$ cat config.mk
export PLATFORM = sky130hd
export DESIGN_NAME = annexb_nal_unit_splitter_top_flat
export DESIGN_NICKNAME = d
export VERILOG_FILES = /design/src/hw/rtl/ans_pkg.sv /design/src/hw/rtl/ans_in_if.sv /design/src/hw/rtl/ans_out_if.sv /design/src/hw/rtl/ans_cell.sv /design/src/hw/rtl/ans_queue.sv /design/src/hw/rtl/ans_parse.sv /design/src/hw/rtl/annexb_nal_unit_splitter_top.sv /design/src/flat_wrapper.sv
export SDC_FILE = /design/constraint.sdc
export NUM_CORES = 1
export LEC_CHECK = 0
export BUFFER_PORTS_ARGS = -buffer_cell sky130_fd_sc_hd__buf_2
export CAP_MARGIN = 25
export CORE_MARGIN = 4
export CORE_UTILIZATION = 60
export CTS_BUF_LIST = sky130_fd_sc_hd__clkbuf_4 sky130_fd_sc_hd__clkbuf_8
export DETAILED_ROUTE_END_ITERATION = 10
export MAX_ROUTING_LAYER = met4
export PLACE_DENSITY = 0.82
export SETUP_SLACK_MARGIN = 0.4
export SLEW_MARGIN = 20
export SYNTH_ARGS = -nofsm -noshare
export SYNTH_HDL_FRONTEND = slang
export SYNTH_HIERARCHICAL = 1
export SYNTH_SLANG_ARGS = --single-unit
$ cat constraint.sdc
create_clock -name clk -period 15.9 [get_ports clk]
set_input_delay 0 -clock clk [delete_from_list [all_inputs] [get_ports clk]]
set_output_delay 0 -clock clk [all_outputs]
set_load 0.03 [all_outputs]
$ cat src/hw/rtl/ans_pkg.sv
// Shared types and constants of the Annex B NAL unit splitter.
// Used by the parser, the result queue, its cells and the top level.
`default_nettype none

package ans_pkg;

	// Held tail of an open unit: the last byte and up to three trailing zeros.
	localparam int HOLD     = 4;
	localparam int HCNT_W   = $clog2(HOLD + 1);
	// One byte can release the whole tail plus itself.
	localparam int MAX_PUSH = HOLD + 1;
	localparam int PCNT_W   = $clog2(MAX_PUSH + 1);
	localparam int PIDX_W   = $clog2(MAX_PUSH);
	// Result queue. With the output always ready the fill never passes five,
	// so ten entries keep the input open on every cycle.
	localparam int QDEPTH   = 10;
	localparam int CNT_W    = $clog2(QDEPTH + 1);

	localparam logic [7:0] START_BYTE = 8'h01;
	localparam logic [7:0] ZERO_BYTE  = 8'h00;
	localparam logic [4:0] TYPE_MASK  = 5'h1f;
	localparam logic [4:0] TYPE_IDR   = 5'd5;
	localparam logic [4:0] TYPE_SPS   = 5'd7;
	localparam logic [4:0] TYPE_PPS   = 5'd8;

	typedef struct packed {
		logic [7:0] nal_byte;
		logic       first;
		logic       last;
		logic [4:0] unit_type;
	} entry_t;

	// Results released by one input byte, in order, from index 0.
	typedef struct packed {
		logic [PCNT_W-1:0]               count;
		entry_t [MAX_PUSH-1:0]           data;
	} push_t;

	typedef struct packed {
		logic valid;
		logic room;
	} q_stat_t;

	typedef enum logic [1:0] {
		CELL_HOLD,
		CELL_SHIFT,
		CELL_LOAD
	} cell_op_t;

endpackage

`default_nettype wire

$ cat src/hw/rtl/ans_in_if.sv
// Input channel of the splitter: one stream byte per beat.
// Valid/ready handshake; no dependencies.
`default_nettype none

interface ans_in_if;
	logic       valid;
	logic       ready;
	logic [7:0] stream_byte;
	logic       end_of_stream;

	modport source (output valid, output stream_byte, output end_of_stream, input ready);
	modport sink   (input valid, input stream_byte, input end_of_stream, output ready);
endinterface

`default_nettype wire

$ cat src/hw/rtl/ans_out_if.sv
// Output channel of the splitter: one NAL payload byte with its marks per beat.
// Valid/ready handshake; no dependencies.
`default_nettype none

interface ans_out_if;
	logic       valid;
	logic       ready;
	logic [7:0] nal_byte;
	logic       first_of_unit;
	logic       last_of_unit;
	logic [4:0] unit_type;
	logic       is_keyframe;
	logic       is_parameter_set;

	modport source (
		output valid, output nal_byte, output first_of_unit, output last_of_unit,
		output unit_type, output is_keyframe, output is_parameter_set, input ready
	);
	modport sink (
		input valid, input nal_byte, input first_of_unit, input last_of_unit,
		input unit_type, input is_keyframe, input is_parameter_set, output ready
	);
endinterface

`default_nettype wire

$ cat src/hw/rtl/ans_cell.sv
// One cell of the result queue: holds one result, takes its neighbor's or a new one.
// Depends on ans_pkg.
`default_nettype none

module ans_cell (
	input  wire               clk,
	input  ans_pkg::cell_op_t op,
	input  ans_pkg::entry_t   nbr,
	input  ans_pkg::entry_t   load,
	output ans_pkg::entry_t   q
);
	import ans_pkg::*;

	entry_t data_q;

	always_ff @(posedge clk) begin
		case (op)
			CELL_SHIFT: data_q <= nbr;
			CELL_LOAD:  data_q <= load;
			default:    data_q <= data_q;
		endcase
	end

	assign q = data_q;

endmodule

`default_nettype wire

$ cat src/hw/rtl/ans_queue.sv
// Collapsing result queue built as a row of cells; cell 0 is the head.
// Depends on ans_pkg and ans_cell.
`default_nettype none

module ans_queue (
	input  wire              clk,
	input  wire              arst_n,
	input  ans_pkg::push_t   push,
	input  wire              pop,
	output ans_pkg::entry_t  head,
	output ans_pkg::q_stat_t stat
);
	import ans_pkg::*;

	logic [CNT_W-1:0] count_q;
	entry_t           cell_q [QDEPTH];
	cell_op_t         op     [QDEPTH];
	entry_t           ld     [QDEPTH];

	// Each cell either keeps its entry, takes its upper neighbor's on a pop,
	// or is filled from the new results that land at its position.
	for (genvar g = 0; g < QDEPTH; g++) begin : g_cell
		logic [CNT_W-1:0] src;
		logic [CNT_W-1:0] widx;

		always_comb begin
			src  = CNT_W'(g) + CNT_W'(pop);
			widx = src - count_q;
			ld[g] = push.data[widx[PIDX_W-1:0]];
			if (src < count_q) begin
				op[g] = pop ? CELL_SHIFT : CELL_HOLD;
			end else if (widx < CNT_W'(push.count)) begin
				op[g] = CELL_LOAD;
			end else begin
				op[g] = CELL_HOLD;
			end
		end

		if (g == QDEPTH - 1) begin : g_top
			ans_cell u_cell (
				.clk  (clk),
				.op   (op[g]),
				.nbr  ('0),
				.load (ld[g]),
				.q    (cell_q[g])
			);
		end else begin : g_mid
			ans_cell u_cell (
				.clk  (clk),
				.op   (op[g]),
				.nbr  (cell_q[g+1]),
				.load (ld[g]),
				.q    (cell_q[g])
			);
		end
	end

	always_ff @(posedge clk or negedge arst_n) begin
		if (!arst_n) begin
			count_q <= '0;
		end else begin
			count_q <= count_q - CNT_W'(pop) + CNT_W'(push.count);
		end
	end

	assign head       = cell_q[0];
	assign stat.valid = (count_q != '0);
	assign stat.room  = (count_q <= CNT_W'(QDEPTH - MAX_PUSH));

endmodule

`default_nettype wire

$ cat src/hw/rtl/ans_parse.sv
// Start code parser: keeps the tail of the open unit and releases decided bytes.
// Depends on ans_pkg.
`default_nettype none

module ans_parse (
	input  wire             clk,
	input  wire             arst_n,
	input  wire             take,
	input  wire [7:0]       stream_byte,
	input  wire             end_of_stream,
	output ans_pkg::push_t  push
);
	import ans_pkg::*;

	logic                  inside_q;
	logic                  hdr_q;
	logic [4:0]            type_q;
	logic [HCNT_W-1:0]     hcnt_q;
	logic [HOLD-1:0][7:0]  held_q;

	logic                  nxt_inside;
	logic                  nxt_hdr;
	logic [4:0]            nxt_type;
	logic [HCNT_W-1:0]     nxt_hcnt;
	logic [HOLD-1:0][7:0]  nxt_held;
	logic [PCNT_W-1:0]     emit_cnt;
	logic                  set_last;
	logic [4:0]            res_type;
	logic [HOLD:0][7:0]    bufv;

	always_comb begin
		logic [HCNT_W-1:0] n;
		logic [PCNT_W-1:0] m;
		logic [PCNT_W-1:0] k;
		logic [PCNT_W-1:0] keep;
		logic [PCNT_W-1:0] drop;
		logic [PCNT_W-1:0] rem;
		logic [PCNT_W-1:0] idx;
		logic              sc;
		logic              run;

		nxt_inside = inside_q;
		nxt_hdr    = hdr_q;
		nxt_type   = type_q;
		nxt_hcnt   = hcnt_q;
		nxt_held   = held_q;
		emit_cnt   = '0;
		set_last   = 1'b0;
		res_type   = type_q;
		sc         = 1'b0;
		run        = 1'b1;
		k          = '0;
		keep       = '0;
		drop       = '0;
		rem        = '0;
		idx        = '0;
		n          = (hcnt_q > HCNT_W'(HOLD)) ? HCNT_W'(HOLD) : hcnt_q;
		m          = PCNT_W'(n) + PCNT_W'(1);

		// Tail bytes followed by the incoming byte at position n.
		for (int i = 0; i < HOLD; i++) begin
			bufv[i] = (HCNT_W'(i) < n) ? held_q[i] : stream_byte;
		end
		bufv[HOLD] = stream_byte;

		if (!inside_q) begin
			// Outside a unit the count tracks trailing zeros, saturating at two.
			if (stream_byte == START_BYTE && hcnt_q >= HCNT_W'(2)) begin
				nxt_inside = 1'b1;
				nxt_hdr    = 1'b1;
				nxt_hcnt   = '0;
			end else if (stream_byte == ZERO_BYTE) begin
				nxt_hcnt = (hcnt_q >= HCNT_W'(2)) ? HCNT_W'(2) : hcnt_q + HCNT_W'(1);
			end else begin
				nxt_hcnt = '0;
			end
		end else begin
			if (n >= HCNT_W'(2) && stream_byte == START_BYTE) begin
				sc = (bufv[n - HCNT_W'(1)] == ZERO_BYTE) &&
				     (bufv[n - HCNT_W'(2)] == ZERO_BYTE);
			end
			if (sc) begin
				// Start code closes the unit; a third zero of the unit goes too.
				rem = PCNT_W'(n) - PCNT_W'(2);
				if (rem != '0) begin
					if (bufv[rem - PCNT_W'(1)] == ZERO_BYTE) begin
						rem = rem - PCNT_W'(1);
					end
				end
				emit_cnt = rem;
				set_last = 1'b1;
				nxt_hcnt = '0;
				nxt_hdr  = 1'b1;
			end else begin
				if (hdr_q && n == '0) begin
					nxt_type = stream_byte[4:0] & TYPE_MASK;
				end
				res_type = nxt_type;
				if (end_of_stream) begin
					emit_cnt = m;
					set_last = 1'b1;
				end else begin
					// Keep up to three trailing zeros and the byte just before them.
					for (int j = 0; j < MAX_PUSH; j++) begin
						if (PCNT_W'(j) < m) begin
							idx = m - PCNT_W'(1) - PCNT_W'(j);
							if (run && bufv[idx] == ZERO_BYTE) begin
								k = k + PCNT_W'(1);
							end else begin
								run = 1'b0;
							end
						end
					end
					keep = ((k > PCNT_W'(3)) ? PCNT_W'(3) : k) + PCNT_W'(1);
					if (keep > m) begin
						keep = m;
					end
					drop = m - keep;
					emit_cnt = drop;
					for (int i = 0; i < HOLD; i++) begin
						if (PCNT_W'(i) < keep) begin
							nxt_held[i] = bufv[drop + PCNT_W'(i)];
						end
					end
					nxt_hcnt = HCNT_W'(keep);
				end
				if (emit_cnt != '0) begin
					nxt_hdr = 1'b0;
				end
			end
		end

		// End of stream returns to the state before any start code.
		if (end_of_stream) begin
			nxt_inside = 1'b0;
			nxt_hdr    = 1'b0;
			nxt_type   = '0;
			nxt_hcnt   = '0;
		end
	end

	always_comb begin
		push.count = take ? emit_cnt : '0;
		for (int i = 0; i < MAX_PUSH; i++) begin
			push.data[i].nal_byte  = bufv[i];
			push.data[i].first     = hdr_q && (i == 0);
			push.data[i].last      = set_last && (PCNT_W'(i) == emit_cnt - PCNT_W'(1));
			push.data[i].unit_type = res_type;
		end
	end

	always_ff @(posedge clk or negedge arst_n) begin
		if (!arst_n) begin
			inside_q <= 1'b0;
			hdr_q    <= 1'b0;
			type_q   <= '0;
			hcnt_q   <= '0;
		end else if (take) begin
			inside_q <= nxt_inside;
			hdr_q    <= nxt_hdr;
			type_q   <= nxt_type;
			hcnt_q   <= nxt_hcnt;
		end
	end

	always_ff @(posedge clk) begin
		if (take) begin
			held_q <= nxt_held;
		end
	end

endmodule

`default_nettype wire

$ cat src/hw/rtl/annexb_nal_unit_splitter_top.sv
// Top level of the Annex B NAL unit splitter.
// Depends on ans_pkg, ans_in_if, ans_out_if, ans_parse and ans_queue.
//
// The byte_in channel takes one byte of an Annex B stream per beat, with
// end_of_stream set on the final byte. The nal_out channel gives one NAL
// payload byte per beat with first/last marks, the unit type and the keyframe
// and parameter-set flags; start codes and the bytes before the first one
// never appear. A beat on byte_in is accepted whenever the result queue has
// at least five free entries; one input beat may release up to five results,
// which leave at one per clock while nal_out is ready, through a ten-entry
// queue of cells. While nal_out is always ready the queue never holds more
// than five results, so byte_in takes one byte per clock with no gaps.
// A byte that is decided at once shows on nal_out in the cycle after it is
// accepted when the queue is empty, later behind older results; a byte that
// could still belong to a start code stays in the parser's four-byte tail
// until a later byte or end_of_stream settles it.
// When nal_out stalls, results wait in the queue and byte_in keeps taking
// beats until fewer than five entries are free. Reset empties the queue and
// returns the parser to the state before any start code.
`default_nettype none

module annexb_nal_unit_splitter_top (
	input  wire       clk,
	input  wire       arst_n,
	ans_in_if.sink    byte_in,
	ans_out_if.source nal_out
);
	import ans_pkg::*;

	logic    take;
	logic    pop;
	push_t   push;
	entry_t  head;
	q_stat_t stat;

	assign byte_in.ready = stat.room;
	assign take          = byte_in.valid && stat.room;
	assign pop           = stat.valid && nal_out.ready;

	ans_parse u_parse (
		.clk           (clk),
		.arst_n        (arst_n),
		.take          (take),
		.stream_byte   (byte_in.stream_byte),
		.end_of_stream (byte_in.end_of_stream),
		.push          (push)
	);

	ans_queue u_queue (
		.clk    (clk),
		.arst_n (arst_n),
		.push   (push),
		.pop    (pop),
		.head   (head),
		.stat   (stat)
	);

	// Flags follow from the type of the head entry.
	assign nal_out.valid            = stat.valid;
	assign nal_out.nal_byte         = head.nal_byte;
	assign nal_out.first_of_unit    = head.first;
	assign nal_out.last_of_unit     = head.last;
	assign nal_out.unit_type        = head.unit_type;
	assign nal_out.is_keyframe      = (head.unit_type == TYPE_IDR);
	assign nal_out.is_parameter_set = (head.unit_type == TYPE_SPS) ||
	                                  (head.unit_type == TYPE_PPS);

	// Results pushed into the queue are visible on the next cycle.
	a_push_shows: assert property (@(posedge clk) disable iff (!arst_n)
		(push.count != '0) |=> stat.valid)
		else $error("pushed results did not reach the queue head");

	// After an end of stream the parser is outside any unit and emits nothing
	// for the next byte.
	a_eos_resets: assert property (@(posedge clk) disable iff (!arst_n)
		(take && byte_in.end_of_stream) |=> (push.count == '0))
		else $error("parser emitted results right after end of stream");

	// The queue only runs empty by handing out its last entry.
	a_empty_by_pop: assert property (@(posedge clk) disable iff (!arst_n)
		$fell(stat.valid) |-> $past(pop))
		else $error("result queue lost an entry");

endmodule

`default_nettype wire

$ cat src/flat_wrapper.sv
// flat-port wrapper written by rule: the top's interface ports become plain ports
module annexb_nal_unit_splitter_top_flat import ans_pkg::*;
  (clk, arst_n, byte_in_valid, byte_in_stream_byte, byte_in_end_of_stream, byte_in_ready, nal_out_valid, nal_out_nal_byte, nal_out_first_of_unit, nal_out_last_of_unit, nal_out_unit_type, nal_out_is_keyframe, nal_out_is_parameter_set, nal_out_ready);
  ans_in_if byte_in_i ();
  ans_out_if nal_out_i ();
  input  wire clk;
  input  wire arst_n;
  input wire logic [$bits(byte_in_i.valid)-1:0] byte_in_valid;
  input wire logic [$bits(byte_in_i.stream_byte)-1:0] byte_in_stream_byte;
  input wire logic [$bits(byte_in_i.end_of_stream)-1:0] byte_in_end_of_stream;
  output wire logic [$bits(byte_in_i.ready)-1:0] byte_in_ready;
  output wire logic [$bits(nal_out_i.valid)-1:0] nal_out_valid;
  output wire logic [$bits(nal_out_i.nal_byte)-1:0] nal_out_nal_byte;
  output wire logic [$bits(nal_out_i.first_of_unit)-1:0] nal_out_first_of_unit;
  output wire logic [$bits(nal_out_i.last_of_unit)-1:0] nal_out_last_of_unit;
  output wire logic [$bits(nal_out_i.unit_type)-1:0] nal_out_unit_type;
  output wire logic [$bits(nal_out_i.is_keyframe)-1:0] nal_out_is_keyframe;
  output wire logic [$bits(nal_out_i.is_parameter_set)-1:0] nal_out_is_parameter_set;
  input wire logic [$bits(nal_out_i.ready)-1:0] nal_out_ready;
  assign byte_in_i.valid = byte_in_valid;
  assign byte_in_i.stream_byte = byte_in_stream_byte;
  assign byte_in_i.end_of_stream = byte_in_end_of_stream;
  assign byte_in_ready = byte_in_i.ready;
  assign nal_out_valid = nal_out_i.valid;
  assign nal_out_nal_byte = nal_out_i.nal_byte;
  assign nal_out_first_of_unit = nal_out_i.first_of_unit;
  assign nal_out_last_of_unit = nal_out_i.last_of_unit;
  assign nal_out_unit_type = nal_out_i.unit_type;
  assign nal_out_is_keyframe = nal_out_i.is_keyframe;
  assign nal_out_is_parameter_set = nal_out_i.is_parameter_set;
  assign nal_out_i.ready = nal_out_ready;
  annexb_nal_unit_splitter_top u_core (.clk(clk), .arst_n(arst_n), .byte_in(byte_in_i), .nal_out(nal_out_i));
endmodule
==> impl_metrics.py <==
metrics = {
    "outcome": {
        "status": "finished, final reports clean",
    },
    "hold_path": {
        "hold_class": "input pin to flip-flop",
        "worstHoldPathCells": 3,
        "hold_start": "byte_in_stream_byte[0]",
    },
    "timing": {
        "clock_skew_ps": 15.76,
        "fin_crit_sh_pct": 77.54,
        "rsz0062_at_grt": "no",
        "final.setup.tns_ps": 0,
        "hold_viol": 0,
        "setup_ws_ps": 3571,
        "worst_slew_margin_rel_pct": 33.01,
        "drv_slew": 0,
        "worst_pin_slew_ps": 1005,
        "layout_min_cycle_time_ps": 12330,
        "finalSetupViolCount": 0,
        "fmax_mhz": 81.11,
    },
    "synthesis": {
        "ys_top_cells_by_area": "edfxtp_1 (33%), mux2_4 (9.2%), mux4_2 (6.1%), mux2_2 (5.7%), mux2i_1 (5.6%)",
        "synth.most_common_cell": "nand2_1",
        "synthCells": 1569,
        "synth_common_cells": "nand2_1 (236), edfxtp_1 (182), mux2_4 (101)",
        "syn-cell-area_mm2": 0.01652,
        "yosys.area.top_type_share_pct": 33.08,
        "synth-edff-count": 182,
        "synth-seq-cells": 196,
        "ys_seq_area_share_pct": 35.20,
        "avgSynthCellArea_um2": 10.53,
        "yosys_warnings": 6,
        "yosysTopAreaCell": "edfxtp_1",
        "synth_flop_cell": "edfxtp_1",
        "synthArstFlopShare_pct": 7.143,
        "ys_types": 90,
    },
    "clock_tree": {
        "clock_sinks": 196,
        "worst_setup_hold_path_clk_slew_ps": 110,
        "clock_latency_ps": 500,
        "root_buffer": "clkbuf_8",
        "clock_path_buffers": 2,
        "ctsHtreeMaxLevel": 4,
        "post_cts_buffers": 0,
        "cts_tree": "built",
        "cts-buffers-inserted": 17,
    },
    "die": {
        "coreArea_mm2": 0.02703,
        "die_h_um": 174.0,
        "dieWidth_um": 174.0,
        "initial_core_util_pct": 61.14,
        "dieArea_mm2": 0.03026,
        "num_rows": 60,
        "io-pin-count": 32,
    },
    "place": {
        "post-dp-hpwl_um": 30460,
        "portBuffers": 31,
        "pre_cts_ws_ps": 3813,
        "place_congestion": 0.9326,
    },
    "setup_path": {
        "cp-start-kind": "flip-flop",
        "critPathMaxFanout": 35,
        "reg2reg_from": "u_core/u_parse/hcnt_q[0]",
        "startpoint": "u_core/u_parse/hcnt_q[0]",
        "cp.arrival_ps": 12580,
        "cpPeakStageDelay_ps": 910,
        "worstPathRequired_ps": 16150,
        "end_kind": "flip-flop",
        "critPathKind": "flip-flop to flip-flop",
        "slowest_stage": "ha_1",
        "cpMostUsedCell": "ha_1",
        "reg2reg_depth": 44,
    },
    "grt": {
        "antenna_found_initial": 0,
        "grtUsageTotal_pct": 28.32,
        "grt_overflow_total": 0,
        "grt_max_degree": 47,
        "grt_pass1_vias": 11679,
        "grt_pass1_wl_um": 65490,
    },
    "finish": {
        "final_layout_size_suffix_gt1_share_pct": 22.68,
        "syn_to_final_growth_pct": 1.939,
        "nets": 1593,
        "diodes": 0,
    },
    "detailed_routing": {
        "via_per_inst": 6.524,
        "routed-via-count": 12207,
        "route.detailed.drc": 0,
        "wirelength_um": 42170,
        "wl_per_cell_um": 22.54,
        "drt_iter0_markers": 1552,
        "drt-pass1-iter-count": 6,
        "ant_nets": 0,
    },
    "job": {
        "drv_cap": 0,
    },
}
[worst max-delay path, delay by kind of cell (launching register included)]
kind                       cells  cell delay, ps
DFF                            1             660
adders and majority gates     12            4210
and+or+nand+nor               11            2220
xor gates and xnor gates       1             250
AOI/OAI and AO/OA             10            2750
buffers and inverters          7            1010
muxes                          3             980
[layout make-up]
| type | count | area (um2) |
|---|---|---|
| inverters | 85 | 319.1 |
| multi-input cells | 1157 | 9442 |
| well taps | 341 | 426.7 |
| clock inverters | 15 | 200.2 |
| flip-flops and latches | 196 | 5816 |
| fillers | 2124 | 10180 |
| repair buffers | 60 | 406.6 |
| clock buffers | 17 | 234.0 |
[flip-flops by register name (all words and copies together) (netlist names)]
register,count
u_core/u_queue/g_cell.g_top.u_cell/q,15
u_core/u_parse/hdr_q,1
u_core/u_parse/hcnt_q,3
u_core/u_parse/type_q,5
u_core/u_parse/inside_q,1
u_core/u_parse/held_q,32
u_core/u_queue/g_cell.g_mid.u_cell/q,135
u_core/u_queue/count_q,4
[cells in the final DEF, fill, tap and decap left out, drive strengths merged, types with 16 or more instances in the layout]
cell type  synthesis  final
mux2i             92     92
conb               2     19
nor2              77     77
ha                59     59
nand3             19     19
edfxtp           182    182
clkbuf            57     17
and3              16     16
nand2            236    236
a21oi             51     51
xnor2             16     16
mux2             185    185
buf               91     57
o21ai            132    132
a211oi            24     24
nor3              17     17
mux4              45     45
inv               83     91
[repair_timing]
item,in CTS,in global routing
endpoints found under the hold margin,15,0
resized for setup,0,0
setup endpoints to repair,0,0
hold buffers,3,0
[logic make-up after synthesis]
family	after synthesis	share of synthesized area, %
multiplexers	322	26.61
buffers and inverters	233	8.292
AND/OR/NAND/NOR	438	12.06
XOR/XNOR	24	1.386
adder cells (fa/ha/maj)	63	4.952
other	2	0.04545
flip-flops	196	35.20
AO/OA/AOI/OAI	291	11.46
[final timing paths]
check	end	slack, ps
min reg2reg	u_core/u_parse/type_q[0]	550
min in group asynchronous	u_core/u_parse/hcnt_q[1]	630
max	u_core/u_queue/g_cell[1].g_mid.u_cell/q[1]	3570
max in group asynchronous	u_core/u_queue/count_q[1]	14800
min	u_core/u_parse/held_q[16]	70
max reg2reg	u_core/u_queue/g_cell[1].g_mid.u_cell/q[1]	3570
[layer usage]
layer  vias up  global-route usage (%)  wire length [um]
met5         -                       -                 0
met4         0                   8.875              1137
met3        98                   4.806              3651
met2       596                   46.33             20570
met1      5922                   36.36             16810
li1       5591                       -                 -
[per-stage QoR]
step / instance area (um2) / instances / hold WS (ps) / utilization [%]
2_1_floorplan: 16590 / 1586 / -295.6 / -
3_3_place_gp: 16290 / 1828 / -56.10 / 60.29
3_5_place_dp: 16340 / 1832 / -54.23 / 60.45
4_1_cts: 16800 / 1867 / 26.80 / 62.17
5_1_grt: 16840 / 1871 / 64.60 / 62.32
6_report: 16840 / 1871 / 66.45 / 62.32
Power is left out: the tool's default activity adds up to more than one toggle a clock period on the data nets, which glitch-free logic cannot reach.
